===== config.mk =====
export PLATFORM = sky130hd
export DESIGN_NAME = zre_run_merge
export DESIGN_NICKNAME = d
export VERILOG_FILES = /design/src/design/zre_pkg.sv /design/src/design/zre_run_merge.sv
export SDC_FILE = /design/constraint.sdc
export NUM_CORES = 1
export LEC_CHECK = 0
export BUFFER_PORTS_ARGS = -buffer_cell sky130_fd_sc_hd__clkbuf_2
export CAP_MARGIN = 20
export CORE_ASPECT_RATIO = 1.4
export CORE_MARGIN = 1.5
export CORE_UTILIZATION = 40
export CTS_CLUSTER_DIAMETER = 150
export DETAILED_ROUTE_END_ITERATION = 8
export SLEW_MARGIN = 10
export SYNTH_ARGS = -nofsm -noshare
export SYNTH_HDL_FRONTEND = slang
export SYNTH_SLANG_ARGS = --single-unit

===== constraint.sdc =====
create_clock -name clk -period 6 [get_ports clk]
set_input_delay 0.6 -clock clk [delete_from_list [all_inputs] [get_ports clk]]
set_output_delay 0.6 -clock clk [all_outputs]
set_load 0.005 [all_outputs]

===== src/design/zre_pkg.sv =====
`timescale 1ns / 1ps
// ----------------------------------------------------------------------------
// zre_pkg: shared types and constants of the zigzag run-length encoder
// Frame store geometry, field widths, command and register codes.
// ----------------------------------------------------------------------------
package zre_pkg;

  localparam int STORE_COLS = 256;
  localparam int STORE_ROWS = 256;
  localparam int DEPTH      = STORE_COLS * STORE_ROWS;

  localparam int COL_W  = $clog2(STORE_COLS);
  localparam int ROW_W  = $clog2(STORE_ROWS);
  localparam int ADDR_W = $clog2(DEPTH);

  localparam int COEF_W    = 32;
  localparam int RUN_W     = 17;
  localparam int DIM_W     = 9;
  localparam int CFG_IDX_W = 1;

  localparam logic [RUN_W-1:0] RUN_MAX   = {RUN_W{1'b1}};
  localparam logic [DIM_W-1:0] DIM_RESET = 9'd256;

  // Command codes
  localparam logic CMD_LOAD = 1'b0;
  localparam logic CMD_TICK = 1'b1;

  // Register indexes
  localparam logic [CFG_IDX_W-1:0] REG_FRAME_WIDTH  = 1'b0;
  localparam logic [CFG_IDX_W-1:0] REG_FRAME_HEIGHT = 1'b1;

  // One run pair as it leaves the block
  typedef struct packed {
    logic [COEF_W-1:0] value;
    logic [RUN_W-1:0]  length;
    logic              last;
  } run_t;

  // Scan read issued to the run merger
  typedef struct packed {
    logic valid;
    logic last_elem;
  } tick_t;

  // Last index in use for a configured dimension, clamped to [2, max]
  function automatic int last_index(input logic [DIM_W-1:0] dim, input int max_dim);
    int d;
    d = int'(dim);
    if (d < 2) return 1;
    if (d > max_dim) return max_dim - 1;
    return d - 1;
  endfunction

endpackage


===== src/design/zre_run_merge.sv =====
`timescale 1ns / 1ps
// ----------------------------------------------------------------------------
// zre_run_merge: run-length merge and output queue
// Compares each scanned coefficient with the open run, emits closed runs
// into a two-entry output queue, and holds the scan when the queue is full.
// ----------------------------------------------------------------------------
module zre_run_merge (
  input  logic                        clk,
  input  logic                        rst_n,
  input  zre_pkg::tick_t              tick,
  input  logic [zre_pkg::COEF_W-1:0]  rdata,
  output logic                        hold,
  output logic                        out_valid,
  input  logic                        out_stall,
  output zre_pkg::run_t               out_run
);
  import zre_pkg::*;

  logic              s1_valid_r, s1_valid_nxt;
  logic              s1_last_r, s1_last_nxt;
  logic              first_r, first_nxt;
  logic [COEF_W-1:0] run_cur_r, run_cur_nxt;
  logic [RUN_W-1:0]  run_cnt_r, run_cnt_nxt;
  run_t              q_r [2];
  run_t              q_nxt [2];
  logic [1:0]        q_cnt_r, q_cnt_nxt;

  logic              differ, fire, pop;
  logic [1:0]        n_emit, n_push, cnt_p;
  logic [COEF_W-1:0] new_cur;
  logic [RUN_W-1:0]  new_cnt;
  run_t              closed, final_run, push_a, sh0, sh1;

  assign differ = !first_r && (rdata != run_cur_r);

  always_comb begin
    if (first_r || differ) begin
      new_cur = rdata;
      new_cnt = RUN_W'(1);
    end else begin
      new_cur = run_cur_r;
      new_cnt = (run_cnt_r == RUN_MAX) ? run_cnt_r : run_cnt_r + 1'b1;
    end
  end

  assign closed    = '{value: run_cur_r, length: run_cnt_r, last: 1'b0};
  assign final_run = '{value: new_cur, length: new_cnt, last: 1'b1};
  assign push_a    = differ ? closed : final_run;
  assign n_emit    = {1'b0, differ} + {1'b0, s1_last_r};

  // fire only when the queue can take every result, ignoring this cycle's pop
  assign fire = s1_valid_r && (({1'b0, q_cnt_r} + {1'b0, n_emit}) <= 3'd2);
  assign hold = s1_valid_r && !fire;

  assign out_valid = (q_cnt_r != 2'd0);
  assign out_run   = q_r[0];
  assign pop       = out_valid && !out_stall;

  assign n_push = fire ? n_emit : 2'd0;
  assign cnt_p  = q_cnt_r - {1'b0, pop};
  assign sh0    = pop ? q_r[1] : q_r[0];
  assign sh1    = q_r[1];

  always_comb begin
    q_nxt[0]  = (cnt_p == 2'd0 && n_push != 2'd0) ? push_a : sh0;
    if (cnt_p == 2'd0) q_nxt[1] = final_run;
    else if (cnt_p == 2'd1 && n_push != 2'd0) q_nxt[1] = push_a;
    else q_nxt[1] = sh1;
    q_cnt_nxt = cnt_p + n_push;
  end

  always_comb begin
    s1_valid_nxt = hold ? 1'b1 : tick.valid;
    s1_last_nxt  = hold ? s1_last_r : tick.last_elem;
    first_nxt    = first_r;
    run_cur_nxt  = run_cur_r;
    run_cnt_nxt  = run_cnt_r;
    if (fire) begin
      if (s1_last_r) begin
        // frame done: clear the open run
        first_nxt   = 1'b1;
        run_cur_nxt = '0;
        run_cnt_nxt = '0;
      end else begin
        first_nxt   = 1'b0;
        run_cur_nxt = new_cur;
        run_cnt_nxt = new_cnt;
      end
    end
  end

  always_ff @(posedge clk) begin
    if (!rst_n) begin
      s1_valid_r <= 1'b0;
      s1_last_r  <= 1'b0;
      first_r    <= 1'b1;
      run_cur_r  <= '0;
      run_cnt_r  <= '0;
      q_cnt_r    <= 2'd0;
    end else begin
      s1_valid_r <= s1_valid_nxt;
      s1_last_r  <= s1_last_nxt;
      first_r    <= first_nxt;
      run_cur_r  <= run_cur_nxt;
      run_cnt_r  <= run_cnt_nxt;
      q_cnt_r    <= q_cnt_nxt;
    end
  end

  always_ff @(posedge clk) begin
    q_r[0] <= q_nxt[0];
    q_r[1] <= q_nxt[1];
  end

  a_queue_bound: assert property (@(posedge clk) disable iff (!rst_n)
    q_cnt_r != 2'd3)
    else $error("output queue overflow");

  a_hold_keeps: assert property (@(posedge clk) disable iff (!rst_n)
    hold |=> s1_valid_r && $stable(s1_last_r))
    else $error("held scan element lost");

  a_no_read_on_hold: assert property (@(posedge clk) disable iff (!rst_n)
    tick.valid |-> !hold)
    else $error("store read issued while merge stage held");

  a_len_nonzero: assert property (@(posedge clk) disable iff (!rst_n)
    out_valid |-> out_run.length != '0)
    else $error("empty run transferred");

endmodule


==> results of run 1 <==
Yosys cell counts (2+ instances only):
cell / n / area [um2]
nand3b_1: 32 / 240.2
a22o_1: 32 / 280.3
mux2i_1: 42 / 420.4
and4_1: 5 / 43.79
nor3_1: 14 / 70.07
dfxtp_1: 55 / 1101
buf_2: 2 / 10.01
nor2_1: 21 / 78.83
buf_1: 4 / 15.01
clkbuf_1: 55 / 206.5
xor2_1: 36 / 315.3
o21ai_0: 58 / 290.3
nand4_2: 2 / 25.02
a31oi_1: 9 / 56.30
ha_1: 5 / 62.56
nor4_1: 9 / 56.30
nand4_1: 18 / 112.6
xnor2_1: 9 / 78.83
edfxtp_1: 99 / 2973
inv_1: 11 / 41.29
and3_1: 5 / 31.28
buf_4: 50 / 375.4
and2_1: 5 / 31.28
nand3_1: 32 / 160.2
a21oi_1: 54 / 270.3
o211ai_1: 5 / 37.54
nor4_2: 2 / 25.02
o31ai_1: 6 / 45.04
nand2_1: 115 / 431.7
sequential cells by signal, summed over array words and instances (netlist names):
name and flops:
q_r 100, run_cur_r 32, run_cnt_r 17, q_cnt_r 2, first_r 1, s1_last_r 1, s1_valid_r 1
path summary, 6_finish.rpt:
path | cells past startpoint | from | slack (ps) | to
setup / recovery | 14 | run_cur_r[12] | 1120 | q_r[0][33]
hold / removal | 3 | tick[1] | 400 | s1_valid_r
setup reg to reg | 14 | run_cur_r[12] | 1120 | q_r[0][33]
hold reg to reg | 1 | q_r[0][50] | 470 | q_r[0][50]
per-stage QoR:
step	power, mW	setup WS (ps)	instance area (um2)	hold WS, ps	instances
3_5_place_dp	2.791	563.2	8357	461.0	1055
2_1_floorplan	2.469	885.4	8054	440.6	811
4_1_cts	3.859	916.8	8935	389.8	1087
3_3_place_gp	2.772	684.8	8357	448.9	1055
5_1_grt	4.045	831.3	8955	407.9	1088
6_report	3.831	1124	8955	397.4	1088
area by class of cell:
| cell class | instances | share of cell area |
|---|---|---|
| tap | 252 | 0.03521 |
| clock buffer | 17 | 0.04751 |
| inverter | 12 | 0.005030 |
| multi-input combinational | 534 | 0.3733 |
| sequential | 154 | 0.4551 |
| timing repair buffer | 104 | 0.06679 |
| clock inverter | 15 | 0.01705 |
where the power goes:
part | switching (mW) | internal [mW] | total [mW]
Combinational | 0.699 | 0.362 | 1.06
Clock | 0.479 | 0.588 | 1.07
Sequential | 0.0966 | 1.61 | 1.70
Total | 1.27 | 2.56 | 3.83
cell families after synthesis:
kind of cell	Yosys count	synth area share
xor gates and xnor gates	45	0.04896
DFF	154	0.5061
muxes	42	0.05222
adders and majority gates	6	0.01026
buffers and inverters	123	0.08098
and+or+nand+nor	265	0.1669
AOI/OAI and AO/OA	176	0.1346
worst max-delay path: stages, from the launching register on:
cell and delay, ps:
dfxtp_1 340, xor2_1 190, nor4_1 540, nand4_2 410, nor2_4 210, nor2_1 80, ha_1 320, ha_1 210
fa_1 430, a21oi_1 350, o2111a_1 340, nand2_2 410, buf_4 480, nand2_1 130, o21ai_0 100
metal layers:
metal	vias up	track usage	wire, um
met1	2933	0.2402	8410
met3	33	0.03300	696
li1	2928	-	-
met2	142	0.3604	10900
met4	0	0.07836	562
met5	-	0	0
==> out/qor.yml, run 1 <==
run_status:
  status: "finished, final reports clean"
worst_setup_path:
  cp_max_fo: 56
  cp.arrival_ps: 5010
  worstSetupStartpointType: "register"
  endpoint_kind: "register"
  crit_type: "reg -> reg"
  cp.required_ps: 6140
route:
  vias: 6036
  detail-route-antenna-nets: 0
  viasPerCell: 5.548
  drtIter0Drc: 574
  drt_first_pass_iters: 5
  drc: 0
  postRouteWirelength_um: 20570
  post_drt_wl_per_cell_um: 18.91
yosys:
  synth_fp_nets: 854
  ys_async_sr_fraction: 0
  syn_inst: 811
  syn_area_um2: 8050
  yosysSeqAreaShare: 0.5061
  ys_warn_count: 0
  ys.flop_type: "edfxtp_1"
  synth_area_per_cell_um2: 9.926
  ys_types: 48
  ys_ff_latch: 154
  synth-edff-count: 99
final_layout:
  fin_util: 0.4530
  multiInputGateArea_um2: 3343
  antenna_cells: 0
  drive_above_1_share: 0.1746
  final_common_cell: "nand2_1"
  seq_area_um2: 4075
  layout.nets: 866
  layout_common_cells: "114 x nand2_1, 99 x edfxtp_1, 88 x clkbuf_2"
  fillers: 1853
  syn_to_final_growth_pct: 11.24
clocking:
  clock_sink_count: 154
  cts_resized: 0
  cts_setup_buffers: 0
  cts_htree_levels: 4
  cts_buffer_depth: 2
  ctsHoldBuffers: 0
  cts_made_buffers: 17
  cts_root_buf: "clkbuf_16"
  cts_tree: "built"
  clk_pin_slew_ps: 70
  clk-insertion-delay-late_ps: 430
sta:
  skew_ps: 14.15
  rsz0062_at_grt: "false"
  clock.fmax_mhz: 205.1
  setup_viol_count_final: 0
  min_period_ps: 4876
  tightest_slew_ps: 1066
  fin_crit_sh: 0.8126
  slew_headroom: 0.2896
  maxSlewViolCount: 0
  fin_tns_setup_ps: 0
  finalHoldViolCount: 0
placed_design:
  dpl.hpwl_um: 13280
  gp_congestion: 0.8923
  io_buffers: 88
floorplanning:
  die_h_um: 170.9
  core_area_um2: 19770
  io-pin-count: 89
  start_util: 0.4072
  die_w_um: 122.9
  die_area_um2: 21000
  fp-row-count: 61
power_and_ir_drop:
  vdd_drop_max_mv: 0.2396
  powerDensity_nw_per_um2: 427.8
  p_leak_nw: 3.539
min_path:
  hold_class: "in -> reg"
global_routing:
  antenna_found_initial: 0
  grt_pass1_vias: 5801
  grt_pass1_wl_um: 32300
  track_usage: 0.2022
  grt-ovfl-total: 0
  grt_max_degree: 57
flow_run:
  cap_violations: 0
Power figures use the tool's default switching activity.
==> inputs of run 2 (changes only) <==
==> constraint.sdc (replaced) <==
create_clock -name clk -period 4.75 [get_ports clk]
set_input_delay 0.475 -clock clk [delete_from_list [all_inputs] [get_ports clk]]
set_output_delay 0.475 -clock clk [all_outputs]
set_load 0.005 [all_outputs]
==> run 2 against run 1 <==
Net effect: die area did not move; highest routed layer unchanged; sequential share of layout area decreased by 0.47 points; critical endpoint is now hold; core utilization rose by 0.47 points; via count shrank 0.12%; clock skew is 4.3 ps lower; combinational power up 27%; setup slack lost 400 ps.
==> out/qor.yml, run 2 (same netlist as run 1, synthesis figures left out) <==
final_layout:
  antenna_cells: 0
  syn_to_final_growth_pct: 12.40
  drive_above_1_share: 0.1805
  stdcell_area_um2: 9049
  top_regs: "q_r: 100 flops, run_cur_r: 32 flops, run_cnt_r: 17 flops"
  fillers: 1875
  final_common_cell: "nand2_1"
  layout.nets: 873
  regMostFlops: "q_r"
  largest_reg_flops: 100
  layout_common_cells: "114 x nand2_1, 99 x edfxtp_1, 88 x clkbuf_2"
floorplanning:
  fp-row-count: 61
  io-pin-count: 89
  die_h_um: 170.9
  die_area_um2: 21000
  start_util: 0.4072
  die_w_um: 122.9
  core_area_um2: 19770
placed_design:
  io_buffers: 88
  placed_cell_area_um2: 8452
  dpl.hpwl_um: 13430
  gp_congestion: 0.9374
worst_setup_path:
  cp.arrival_ps: 3550
  worstSetupStartpointType: "register"
  cp_max_fo: 5
  worst_r2r_path_depth: 13
  cp.required_ps: 4280
  reg2reg_to: "q_r[0][95]"
  endpoint_kind: "output pin"
  crit_type: "reg -> out"
  ff2ff_setup_slack_ps: 780
  crit_end: "hold"
  crit_start: "run_cur_r[14]"
  r2r-start: "run_cur_r[14]"
sta:
  fin_crit_sh: 0.8470
  maxSlewViolCount: 0
  min_period_ps: 4023
  rsz0062_at_grt: "false"
  clock.fmax_mhz: 248.5
  slew_headroom: 0.2854
  tightest_slew_ps: 1072
  holdWs_ps: 273.5
  finalHoldViolCount: 0
  skew_ps: 9.816
  setup_viol_count_final: 0
route:
  viasPerCell: 5.511
  postRouteWirelength_um: 20450
  drt_first_pass_iters: 5
  detail-route-antenna-nets: 0
  vias: 6029
  post_drt_wl_per_cell_um: 18.69
  drtIter0Drc: 522
  drc: 0
clocking:
  cts_root_buf: "clkbuf_16"
  cts_htree_levels: 4
  cts_made_buffers: 17
  cts_tree: "built"
  cts_setup_buffers: 0
  cts_resized: 0
  clk_pin_slew_ps: 60
  clock_sink_count: 154
  ctsHoldBuffers: 0
  clk-insertion-delay-late_ps: 420
  cts_buffer_depth: 2
global_routing:
  antenna_found_initial: 0
  grt-ovfl-total: 0
  grt_max_degree: 64
  grt_pass1_vias: 5861
  grt_pass1_wl_um: 31860
  track_usage: 0.2011
flow_run:
  cap_violations: 0
power_and_ir_drop:
  powerDensity_nw_per_um2: 540.0
  vdd_drop_max_mv: 0.3538
  p_leak_nw: 3.569
min_path:
  hold_class: "in -> reg"
run_status:
  status: "finished, final reports clean"
==> run 2: layer usage <==
metal  share of wire  global-route usage  vias to the layer above
li1                -                   -                     2932
met1            0.40              0.2338                     2882
met2            0.53              0.3570                      178
met3           0.040             0.03867                       37
met4           0.031             0.08342                        0
met5               0                   0                        -
==> run 2: report_power, final <==
group / internal, mW / switching [mW] / total (mW)
clock network: 0.826 / 0.564 / 1.39
logic: 0.464 / 0.886 / 1.35
registers: 2.03 / 0.117 / 2.15
total: 3.32 / 1.57 / 4.89
==> run 2: final cells by class <==
type	count	area, um2	share of cell area
flip-flops and latches	154	4075	0.4504
multi-input cells	534	3346	0.3697
repair buffers	111	666.9	0.07370
clock buffers	17	425.4	0.04701
well taps	252	315.3	0.03485
clock inverters	14	171.4	0.01894
inverters	12	48.80	0.005393
==> run 2: worst max-delay path: stages (launching register included) <==
cell	delay, ps
dfxtp_1	340
xor2_1	170
nor4_1	450
nand4_2	230
nor2_4	150
nor2_1	60
ha_1	320
ha_1	210
fa_1	480
a21oi_1	80
buf_4	150
nor2b_1	290
clkbuf_2	180
==> run 2: worst min-delay path by stage <==
stage	startpoint	to	slack, ps	depth (start not counted)
final	tick[1]	s1_valid_r	270	3
after global routing	tick[1]	s1_valid_r	270	3
after CTS	tick[1]	s1_valid_r	260	3
after detailed placement	q_r[0][50]	q_r[0][50]	460	1
after global placement	q_r[0][50]	q_r[0][50]	450	1
after floorplan	q_r[0][50]	q_r[0][50]	440	1
==> run 2: through the flow <==
stage	worst slack [ps]	total power [mW]	TNS, ps	std cells	utilization
6_report	726.5	4.887	0	1094	0.4578
5_1_grt	479.9	5.149	0	1094	0.4578
4_1_cts	664.6	4.926	0	1094	0.4578
3_5_place_dp	518.7	3.536	0	1063	0.4276
3_3_place_gp	598.4	3.507	0	1062	0.4270
2_1_floorplan	-5.780	3.124	-289.0	811	-
