==> config.mk <==
export PLATFORM = sky130hd
export DESIGN_NAME = zre_walker
export DESIGN_NICKNAME = d
export VERILOG_FILES = /design/src/design/zre_pkg.sv /design/src/design/zre_walker.sv
export SDC_FILE = /design/constraint.sdc
export NUM_CORES = 1
export LEC_CHECK = 0
export ABC_AREA = 1
export BUFFER_PORTS_ARGS = -buffer_cell sky130_fd_sc_hd__buf_2
export CAP_MARGIN = 20
export CORE_AREA = 5 5 98 100
export CTS_CLUSTER_SIZE = 40
export DETAILED_ROUTE_END_ITERATION = 8
export DIE_AREA = 0 0 103 105
export GPL_TIMING_DRIVEN = 0
export HOLD_SLACK_MARGIN = 0.15
export PLACE_DENSITY_LB_ADDON = 0.15
export RECOVER_POWER = 25
export SETUP_SLACK_MARGIN = 0.2
export SLEW_MARGIN = 20
export SYNTH_ARGS = -nofsm -noshare
export SYNTH_HDL_FRONTEND = slang
export SYNTH_SLANG_ARGS = --single-unit
==> constraint.sdc <==
create_clock -name clk -period 9 [get_ports clk]
set_input_delay 2.25 -clock clk [delete_from_list [all_inputs] [get_ports clk]]
set_output_delay 2.25 -clock clk [all_outputs]
set_load 0.1 [all_outputs]
==> src/design/zre_pkg.sv <==
`timescale 1ns / 1ps
// ----------------------------------------------------------------------------
// zre_pkg: shared types and constants of the zigzag run-length encoder
// Frame store geometry, field widths, command and register codes.
// ----------------------------------------------------------------------------
package zre_pkg;

  localparam int STORE_COLS = 256;
  localparam int STORE_ROWS = 256;
  localparam int DEPTH      = STORE_COLS * STORE_ROWS;

  localparam int COL_W  = $clog2(STORE_COLS);
  localparam int ROW_W  = $clog2(STORE_ROWS);
  localparam int ADDR_W = $clog2(DEPTH);

  localparam int COEF_W    = 32;
  localparam int RUN_W     = 17;
  localparam int DIM_W     = 9;
  localparam int CFG_IDX_W = 1;

  localparam logic [RUN_W-1:0] RUN_MAX   = {RUN_W{1'b1}};
  localparam logic [DIM_W-1:0] DIM_RESET = 9'd256;

  // Command codes
  localparam logic CMD_LOAD = 1'b0;
  localparam logic CMD_TICK = 1'b1;

  // Register indexes
  localparam logic [CFG_IDX_W-1:0] REG_FRAME_WIDTH  = 1'b0;
  localparam logic [CFG_IDX_W-1:0] REG_FRAME_HEIGHT = 1'b1;

  // One run pair as it leaves the block
  typedef struct packed {
    logic [COEF_W-1:0] value;
    logic [RUN_W-1:0]  length;
    logic              last;
  } run_t;

  // Scan read issued to the run merger
  typedef struct packed {
    logic valid;
    logic last_elem;
  } tick_t;

  // Last index in use for a configured dimension, clamped to [2, max]
  function automatic int last_index(input logic [DIM_W-1:0] dim, input int max_dim);
    int d;
    d = int'(dim);
    if (d < 2) return 1;
    if (d > max_dim) return max_dim - 1;
    return d - 1;
  endfunction

endpackage

==> src/design/zre_walker.sv <==
`timescale 1ns / 1ps
// ----------------------------------------------------------------------------
// zre_walker: load and zigzag address sequencer
// Holds the frame size registers, the raster load position and the zigzag
// scan position, and turns each accepted item into a store access.
// ----------------------------------------------------------------------------
module zre_walker (
  input  logic                           clk,
  input  logic                           rst_n,
  input  logic                           accept,
  input  logic                           command,
  input  logic                           cfg_we,
  input  logic [zre_pkg::CFG_IDX_W-1:0]  cfg_index,
  input  logic [zre_pkg::DIM_W-1:0]      cfg_data,
  output logic                           wr_en,
  output logic                           rd_en,
  output logic [zre_pkg::ADDR_W-1:0]     addr,
  output zre_pkg::tick_t                 tick
);
  import zre_pkg::*;

  logic [DIM_W-1:0] fw_r, fw_nxt, fh_r, fh_nxt;
  logic             scanning_r, scanning_nxt;
  logic [ROW_W-1:0] load_row_r, load_row_nxt;
  logic [COL_W-1:0] load_col_r, load_col_nxt;
  logic [ROW_W-1:0] scan_row_r, scan_row_nxt;
  logic [COL_W-1:0] scan_col_r, scan_col_nxt;
  logic             going_up_r, going_up_nxt;

  logic [COL_W-1:0] w_last;
  logic [ROW_W-1:0] h_last;
  logic             do_load, do_tick, scan_end, cfg_ok;
  logic [ROW_W-1:0] row_sel;
  logic [COL_W-1:0] col_sel;

  assign w_last = COL_W'(last_index(fw_r, STORE_COLS));
  assign h_last = ROW_W'(last_index(fh_r, STORE_ROWS));

  assign do_load  = accept && (command == CMD_LOAD) && !scanning_r;
  assign do_tick  = accept && (command == CMD_TICK) && scanning_r;
  assign scan_end = (scan_row_r == h_last) && (scan_col_r == w_last);
  assign cfg_ok   = !scanning_r && (load_row_r == '0) && (load_col_r == '0);

  assign row_sel = scanning_r ? scan_row_r : load_row_r;
  assign col_sel = scanning_r ? scan_col_r : load_col_r;
  assign addr    = ADDR_W'(ADDR_W'(row_sel) * ADDR_W'(STORE_COLS) + ADDR_W'(col_sel));

  assign wr_en          = do_load;
  assign rd_en          = do_tick;
  assign tick.valid     = do_tick;
  assign tick.last_elem = scan_end;

  always_comb begin
    fw_nxt       = fw_r;
    fh_nxt       = fh_r;
    scanning_nxt = scanning_r;
    load_row_nxt = load_row_r;
    load_col_nxt = load_col_r;
    scan_row_nxt = scan_row_r;
    scan_col_nxt = scan_col_r;
    going_up_nxt = going_up_r;

    if (cfg_we && cfg_ok) begin
      case (cfg_index)
        REG_FRAME_WIDTH:  fw_nxt = cfg_data;
        REG_FRAME_HEIGHT: fh_nxt = cfg_data;
        default: ;
      endcase
    end

    if (do_load) begin
      if (load_col_r == w_last) begin
        load_col_nxt = '0;
        if (load_row_r == h_last) begin
          load_row_nxt = '0;
          scanning_nxt = 1'b1;
          scan_row_nxt = '0;
          scan_col_nxt = '0;
          going_up_nxt = 1'b1;
        end else begin
          load_row_nxt = load_row_r + 1'b1;
        end
      end else begin
        load_col_nxt = load_col_r + 1'b1;
      end
    end

    if (do_tick) begin
      if (scan_end) begin
        // back to loading, rewind everything
        scanning_nxt = 1'b0;
        load_row_nxt = '0;
        load_col_nxt = '0;
        scan_row_nxt = '0;
        scan_col_nxt = '0;
        going_up_nxt = 1'b1;
      end else if (going_up_r) begin
        if (scan_col_r < w_last) begin
          scan_col_nxt = scan_col_r + 1'b1;
          if (scan_row_r == '0) going_up_nxt = 1'b0;
          else scan_row_nxt = scan_row_r - 1'b1;
        end else begin
          scan_row_nxt = scan_row_r + 1'b1;
          going_up_nxt = 1'b0;
        end
      end else begin
        if (scan_row_r < h_last) begin
          scan_row_nxt = scan_row_r + 1'b1;
          if (scan_col_r == '0) going_up_nxt = 1'b1;
          else scan_col_nxt = scan_col_r - 1'b1;
        end else begin
          scan_col_nxt = scan_col_r + 1'b1;
          going_up_nxt = 1'b1;
        end
      end
    end
  end

  always_ff @(posedge clk) begin
    if (!rst_n) begin
      fw_r       <= DIM_RESET;
      fh_r       <= DIM_RESET;
      scanning_r <= 1'b0;
      load_row_r <= '0;
      load_col_r <= '0;
      scan_row_r <= '0;
      scan_col_r <= '0;
      going_up_r <= 1'b1;
    end else begin
      fw_r       <= fw_nxt;
      fh_r       <= fh_nxt;
      scanning_r <= scanning_nxt;
      load_row_r <= load_row_nxt;
      load_col_r <= load_col_nxt;
      scan_row_r <= scan_row_nxt;
      scan_col_r <= scan_col_nxt;
      going_up_r <= going_up_nxt;
    end
  end

  a_pos_in_frame: assert property (@(posedge clk) disable iff (!rst_n)
    scanning_r |-> (scan_row_r <= h_last) && (scan_col_r <= w_last))
    else $error("scan position outside frame");

  a_load_in_frame: assert property (@(posedge clk) disable iff (!rst_n)
    !scanning_r |-> (load_row_r <= h_last) && (load_col_r <= w_last))
    else $error("load position outside frame");

  a_end_leaves_scan: assert property (@(posedge clk) disable iff (!rst_n)
    do_tick && scan_end |=> !scanning_r && (load_row_r == '0) && (load_col_r == '0))
    else $error("final element did not return to loading");

endmodule

==> run metrics, run 1 <==
min-delay src=fw_r[7]$_SDFFE_PN0P_; Tot GR Track Use=0.244; Cell Area, Placed=4910 sq um; Avg WL per Cell=14.5 microns; Post-CTS Setup Bufs=0; Period minus WS final=6.02 ns; Synth area leaders=dfxtp_1 (23%), nand2_1 (15%), nand3_1 (11%); Worst slew margin=0.411; CP startpoint kind=input pin; Critical Path RT=6.75 ns; Seq/Total Area, Yosys=0.226; Syn Std Cell Area=4610 sq um; synth unique cells=38; fmax=166 MHz; Via-to-Cell Ratio=5.57; reg2reg start=fh_r[0]$_SDFFE_PN0P_; die footprint=10800 sq um; worst slew pin tran=0.877 ns; cells after synthesis=754; pwr/cell area=103 nW/um^2; cells on worst reg2reg path=16; Die X=103 microns; first-pass GRT wire length=21700 microns; Yosys reg bits=52; clk root buf=clkbuf_8; final worst slack=2.98 ns; height of the die=105 microns; Top-Level Pins=35; CP endpoint kind=output port; Post-Synth Adder-Cell Area=0.0761; Final ANT Viol Nets=0; area leader, netlist=dfxtp_1; XOR/XNOR share of the synthesized area=0.0513; CORE AREA=8590 sq um; cts bufs inserted=5; DR DRC count=0; RSZ-0062 raised after global routing=false; maximum vdd drop=0.0000685 V; Resize count post-CTS=0; Layout area overhead=8.58%; Ys Warns=0; metal3 WL=735 microns; nets@finish=838; WHS Path Cells=2; number of global-route vias before repair=4776; Final Util=0.582; RR Endpoint=load_col_r[5]$_SDFF_PN0_; CP Class=input pin to output port; most common cell in the netlist=nand2_1; EDFF count, synth=0; wl on met1=5620 microns; Clock Skew=0.00633 ns; Top Layer Used=met4; Met2 Wirelength=6520 microns; Max-cap violations=0; status=complete, no violations; crit share post-route=0.669; Max FO, Critical Path=6; GRT overflow=0; fraction of layout instances using a drive strength above 1=0.0942; clock sink count=52; top cells by count, synth=nand2_1 (179), nand3_1 (97), nor2_1 (88), inv_1 (80), dfxtp_1 (52); initial antenna violation count=0; Final setup viols=0; maximum buffer depth of the clock tree=2; post-synthesis compound-gate area fraction=0.139; DP Wirelength=10300 microns; Setup TNS Final=0 ns; Diodes inserted=0; drt first pass iters=5; flop-to-flop setup slack=5.45 ns; Top FF cell, synth=dfxtp_1; Final Hold Fails=0; CP arrival=3.77 ns; clock-pin slew on the worst setup and hold paths=0.09 ns; CTS hold repair buffers=0; DRT iter0 DRCs=268; Tot Pwr=514 uW; main combinational cell family by area after synthesis=simple AND/OR/NAND/NOR gates; Avg Inst Size Synth=6.11 sq um; Vias=5037; worst min-delay path category=flip-flop to flip-flop; Worst Hold Path EP=fw_r[7]$_SDFFE_PN0P_; cell area after layout=5000 sq um; mux cell area share after synthesis=0; Slew Limit Fails=0; Post-Syn Nets=797; Initial Util=0.536; Leakage=2.43 nW; CTS tree=done; simple-gate share of the synthesized area=0.401; floorplan row count=34; post-synth top area share=0.226; H-tree depth=2; gpl congestion=0.933; final wirelength=13100 microns; asr flop ratio synth=0; clock latency on the worst-skew pair=0.30 ns; Port Buffers=34; pre-CTS WS=3.04 ns; largest net degree at the start of global routing=15
## where the power goes
part	total, mW	switching (mW)	leakage, nW	internal [mW]
sequential	0.243	0.00676	0.422	0.237
clock	0.141	0.0784	0.0455	0.0630
combinational	0.129	0.0868	1.96	0.0421
total	0.514	0.172	2.43	0.342
## cell usage in the layout, fill, tap and decap left out, drive strengths merged, types with 4 or more instances in the layout
master / n
a21oi: 52
nor2: 94
nand4: 16
buf: 46
dfxtp: 52
inv: 85
nand2: 186
nor3b: 5
nor3: 9
ha: 28
o21ai: 30
clkbuf: 31
nand3: 97
a211oi: 18
xor2: 25
o31ai: 4
## cells by family after synthesis
| kind of cell | Yosys count |
|---|---|
| buffers and inverters | 121 |
| AO/OA/AOI/OAI | 111 |
| AND/OR/NAND/NOR | 415 |
| adder cells (fa/ha/maj) | 28 |
| XOR/XNOR | 27 |
| flip-flops | 52 |
## stage by stage
stage,hold WS [ns],cells
final,0.512,904
after global routing,0.546,904
after CTS,0.517,904
after detailed placement,0.501,896
after global placement,0.484,896
after floorplan,0.456,754
## area by class of cell
cell class / count / area, sq um
repair buffers: 34 / 170
fillers: 882 / 3590
flip-flops and latches: 52 / 1040
inverters: 86 / 323
well taps: 108 / 135
plain buffers: 35 / 171
multi-input cells: 581 / 3070
clock buffers: 8 / 90.1
## how the worst max path moves through the flow
| stage | slack (ns) | end | cells past startpoint | startpoint |
|---|---|---|---|---|
| 6_report | 2.98 | tick[1] | 5 | command |
| 5_1_grt | 2.91 | tick[1] | 5 | command |
| 4_1_cts | 3.03 | tick[1] | 5 | command |
| 3_5_place_dp | 3.04 | tick[1] | 5 | command |
| 3_3_place_gp | 3.07 | tick[1] | 5 | command |
| 2_1_floorplan | 1.54 | tick[1] | 3 | accept |
## critical path, cell delays in order
cell and delay (ns):
buf_2 0.13, inv_1 0.05, nor3_1 0.70, buf_4 0.22, buf_2 0.41
## routing by layer
| layer | GRT usage | vias up |
|---|---|---|
| li1 | - | 2558 |
| met3 | 0.0266 | 25 |
| met5 | 0 | - |
| met4 | 0.0805 | 0 |
| met2 | 0.415 | 157 |
| met1 | 0.316 | 2297 |
## state kept, by name (all words and copies together) (netlist names)
signal,cells
going_up_r,1
fw_r,9
scan_col_r,8
fh_r,9
scanning_r,1
scan_row_r,8
load_row_r,8
load_col_r,8
Note: power is estimated with default switching activity, not from simulation.
==> inputs of run 2 (changes only) <==
==> constraint.sdc (replaced) <==
create_clock -name clk -period 5.6 [get_ports clk]
set_input_delay 1.4 -clock clk [delete_from_list [all_inputs] [get_ports clk]]
set_output_delay 1.4 -clock clk [all_outputs]
set_load 0.1 [all_outputs]
==> run 2 against run 1 <==
Net effect:
- sequential share of layout area is essentially flat
- first-iteration DRC count grew 11%
- largest power group unchanged
- cell count shrank 0.11%
- largest cell class unchanged
- global-route usage grew 0.28 points
- combinational power grew 61%
- clock skew shrank 0.0028 ns
- power grew 57%
==> run metrics, run 2 (synthesized netlist as in run 1, its figures left out) <==
fraction of layout instances using a drive strength above 1=0.0956 (+0.00138); worst path bufs/invs=4 (unchanged); pre-CTS WS=1.01 ns (-2.03 ns); crit share post-route=0.903; CP startpoint kind=flip-flop; Max FO, Critical Path=5 (-1); Die X=103 microns (unchanged); pwr/cell area=162 nW/um^2 (+57%); CORE AREA=8590 sq um (unchanged); clock latency on the worst-skew pair=0.30 ns (about the same); DP Wirelength=10400 microns (+1.1%); final wirelength=13100 microns (-0.24%); flop-to-flop setup slack=1.90 ns (-3.55 ns); Avg WL per Cell=14.5 microns (-0.13%); most frequent cells in the layout=nand2_1 (179), nand3_1 (97), nor2_1 (88); Period minus WS final=5.06 ns; Slew Limit Fails=0 (unchanged); CTS hold repair buffers=0 (unchanged); slowest CP cell=nor4b_1; Critical Path Max Stage Delay=0.70 ns (about the same); RR Endpoint=load_col_r[2]$_SDFF_PN0_; maximum buffer depth of the clock tree=2 (unchanged); gpl congestion=0.929 (-0.44%); Post-CTS Setup Bufs=0 (unchanged); reg2reg start=fh_r[0]$_SDFFE_PN0P_; CTS tree=done; H-tree depth=2 (unchanged); Tot GR Track Use=0.246 (+0.00276); Final Hold Fails=0 (unchanged); cells on worst reg2reg path=16 (unchanged); commonest non-fill, non-tap cell in the layout=nand2_1; CP arrival=3.66 ns (-0.11 ns); Setup TNS Final=0 ns (unchanged); Top-Level Pins=35 (unchanged); WHS Path Cells=2 (unchanged); Largest regs=fh_r (9), fw_r (9); clk root buf=clkbuf_8; Final setup viols=0 (unchanged); Resize count post-CTS=0 (unchanged); Initial Util=0.536 (unchanged); clock-pin slew on the worst setup and hold paths=0.09 ns (about the same); Layout area overhead=8.42%; Vias=4962 (-1.5%); Reg area=1040 sq um (unchanged); drt first pass iters=5 (unchanged); first-pass GRT wire length=22000 microns (+1.5%); CP Class=flip-flop to output port; die footprint=10800 sq um (unchanged); height of the die=105 microns (unchanged); Max-cap violations=0 (unchanged); maximum vdd drop=0.0000913 V (+33%); worst slew pin tran=0.822 ns (-0.0551 ns); worst-path cell chain=inv_1, ha_1, inv_1, nor2_1, nand3_1, nand2_1, nand2_1, nand2_1, nand2_1, ha_1, nand2_1, nor4_1, nor4b_1, buf_4, buf_2; Worst slew margin=0.444 (+0.0335); most used cell, CP=nand2_1; Filler cells=885 (+0.34%); DRT iter0 DRCs=298 (+11%); final worst slack=0.543 ns (-2.43 ns); cts bufs inserted=5 (unchanged); initial antenna violation count=0 (unchanged); Crit path max-delay family=simple AND/OR/NAND/NOR gates; fmax=198 MHz; Diodes inserted=0 (unchanged); min-delay src=fh_r[7]$_SDFFE_PN0P_; CP endpoint kind=output port; GRT overflow=0 (unchanged); largest net degree at the start of global routing=15 (unchanged); status=complete, no violations; number of global-route vias before repair=4714 (-1.3%); DR DRC count=0 (unchanged); Final ANT Viol Nets=0 (unchanged); Port Buffers=34 (unchanged); Crit. path cell count=15 (+10); clock sink count=52 (unchanged); nets@finish=838 (unchanged); multi-input logic area=3080 sq um (+0.16%); Worst Hold Path EP=fh_r[7]$_SDFFE_PN0P_; RSZ-0062 raised after global routing=false; Leakage=2.42 nW (-0.18%); worst min-delay path category=flip-flop to flip-flop; Via-to-Cell Ratio=5.50 (-1.4%); Critical Path RT=4.20 ns (-2.55 ns); Clock Skew=0.00353 ns (-0.00280 ns); floorplan row count=34 (unchanged)
## run 2: routing by layer
| metal | vias to the layer above | global-route usage | routed length [microns] |
|---|---|---|---|
| li1 | 2561 | - | - |
| met1 | 2226 | 0.327 | 5810 |
| met2 | 147 | 0.414 | 6320 |
| met3 | 28 | 0.0273 | 641 |
| met4 | 0 | 0.0749 | 303 |
| met5 | - | 0 | 0 |
## run 2: final cells by class
type / instances / area share
flip-flops and latches: 52 / 0.208
repair buffers: 34 / 0.0341
clock buffers: 6 / 0.0145
well taps: 108 / 0.0271
clock inverters: 1 / 0.00100
plain buffers: 35 / 0.0343
inverters: 86 / 0.0646
multi-input cells: 581 / 0.616
## run 2: power breakdown
group / switching [mW] / internal, mW / total [mW]
Sequential: 0.0108 / 0.380 / 0.391
Clock: 0.122 / 0.0855 / 0.208
Combinational: 0.141 / 0.0678 / 0.208
## run 2: worst max-delay path by stage
stage,from,endpoint
floorplan,command,tick[1]
global placement,fh_r[0]$_SDFFE_PN0P_,tick[0]
detailed placement,fh_r[0]$_SDFFE_PN0P_,tick[0]
CTS,fh_r[0]$_SDFFE_PN0P_,tick[0]
global route,fh_r[0]$_SDFFE_PN0P_,tick[0]
finish,fh_r[0]$_SDFFE_PN0P_,tick[0]
## run 2: stage by stage
stage	cell area, sq um	hold WS, ns	power [mW]	instances	util
2_1_floorplan	4610	0.456	0.555	754	-
3_3_place_gp	4920	0.483	0.599	896	0.572
3_5_place_dp	4920	0.497	0.605	896	0.572
4_1_cts	4990	0.510	0.806	903	0.581
5_1_grt	4990	0.539	0.860	903	0.581
6_report	4990	0.509	0.807	903	0.581
## run 2: tightest hold or removal path, cell delays in order (launching register included)
cell	delay [ns]
dfxtp_1	0.36
inv_1	0.06
a211oi_1	0.06
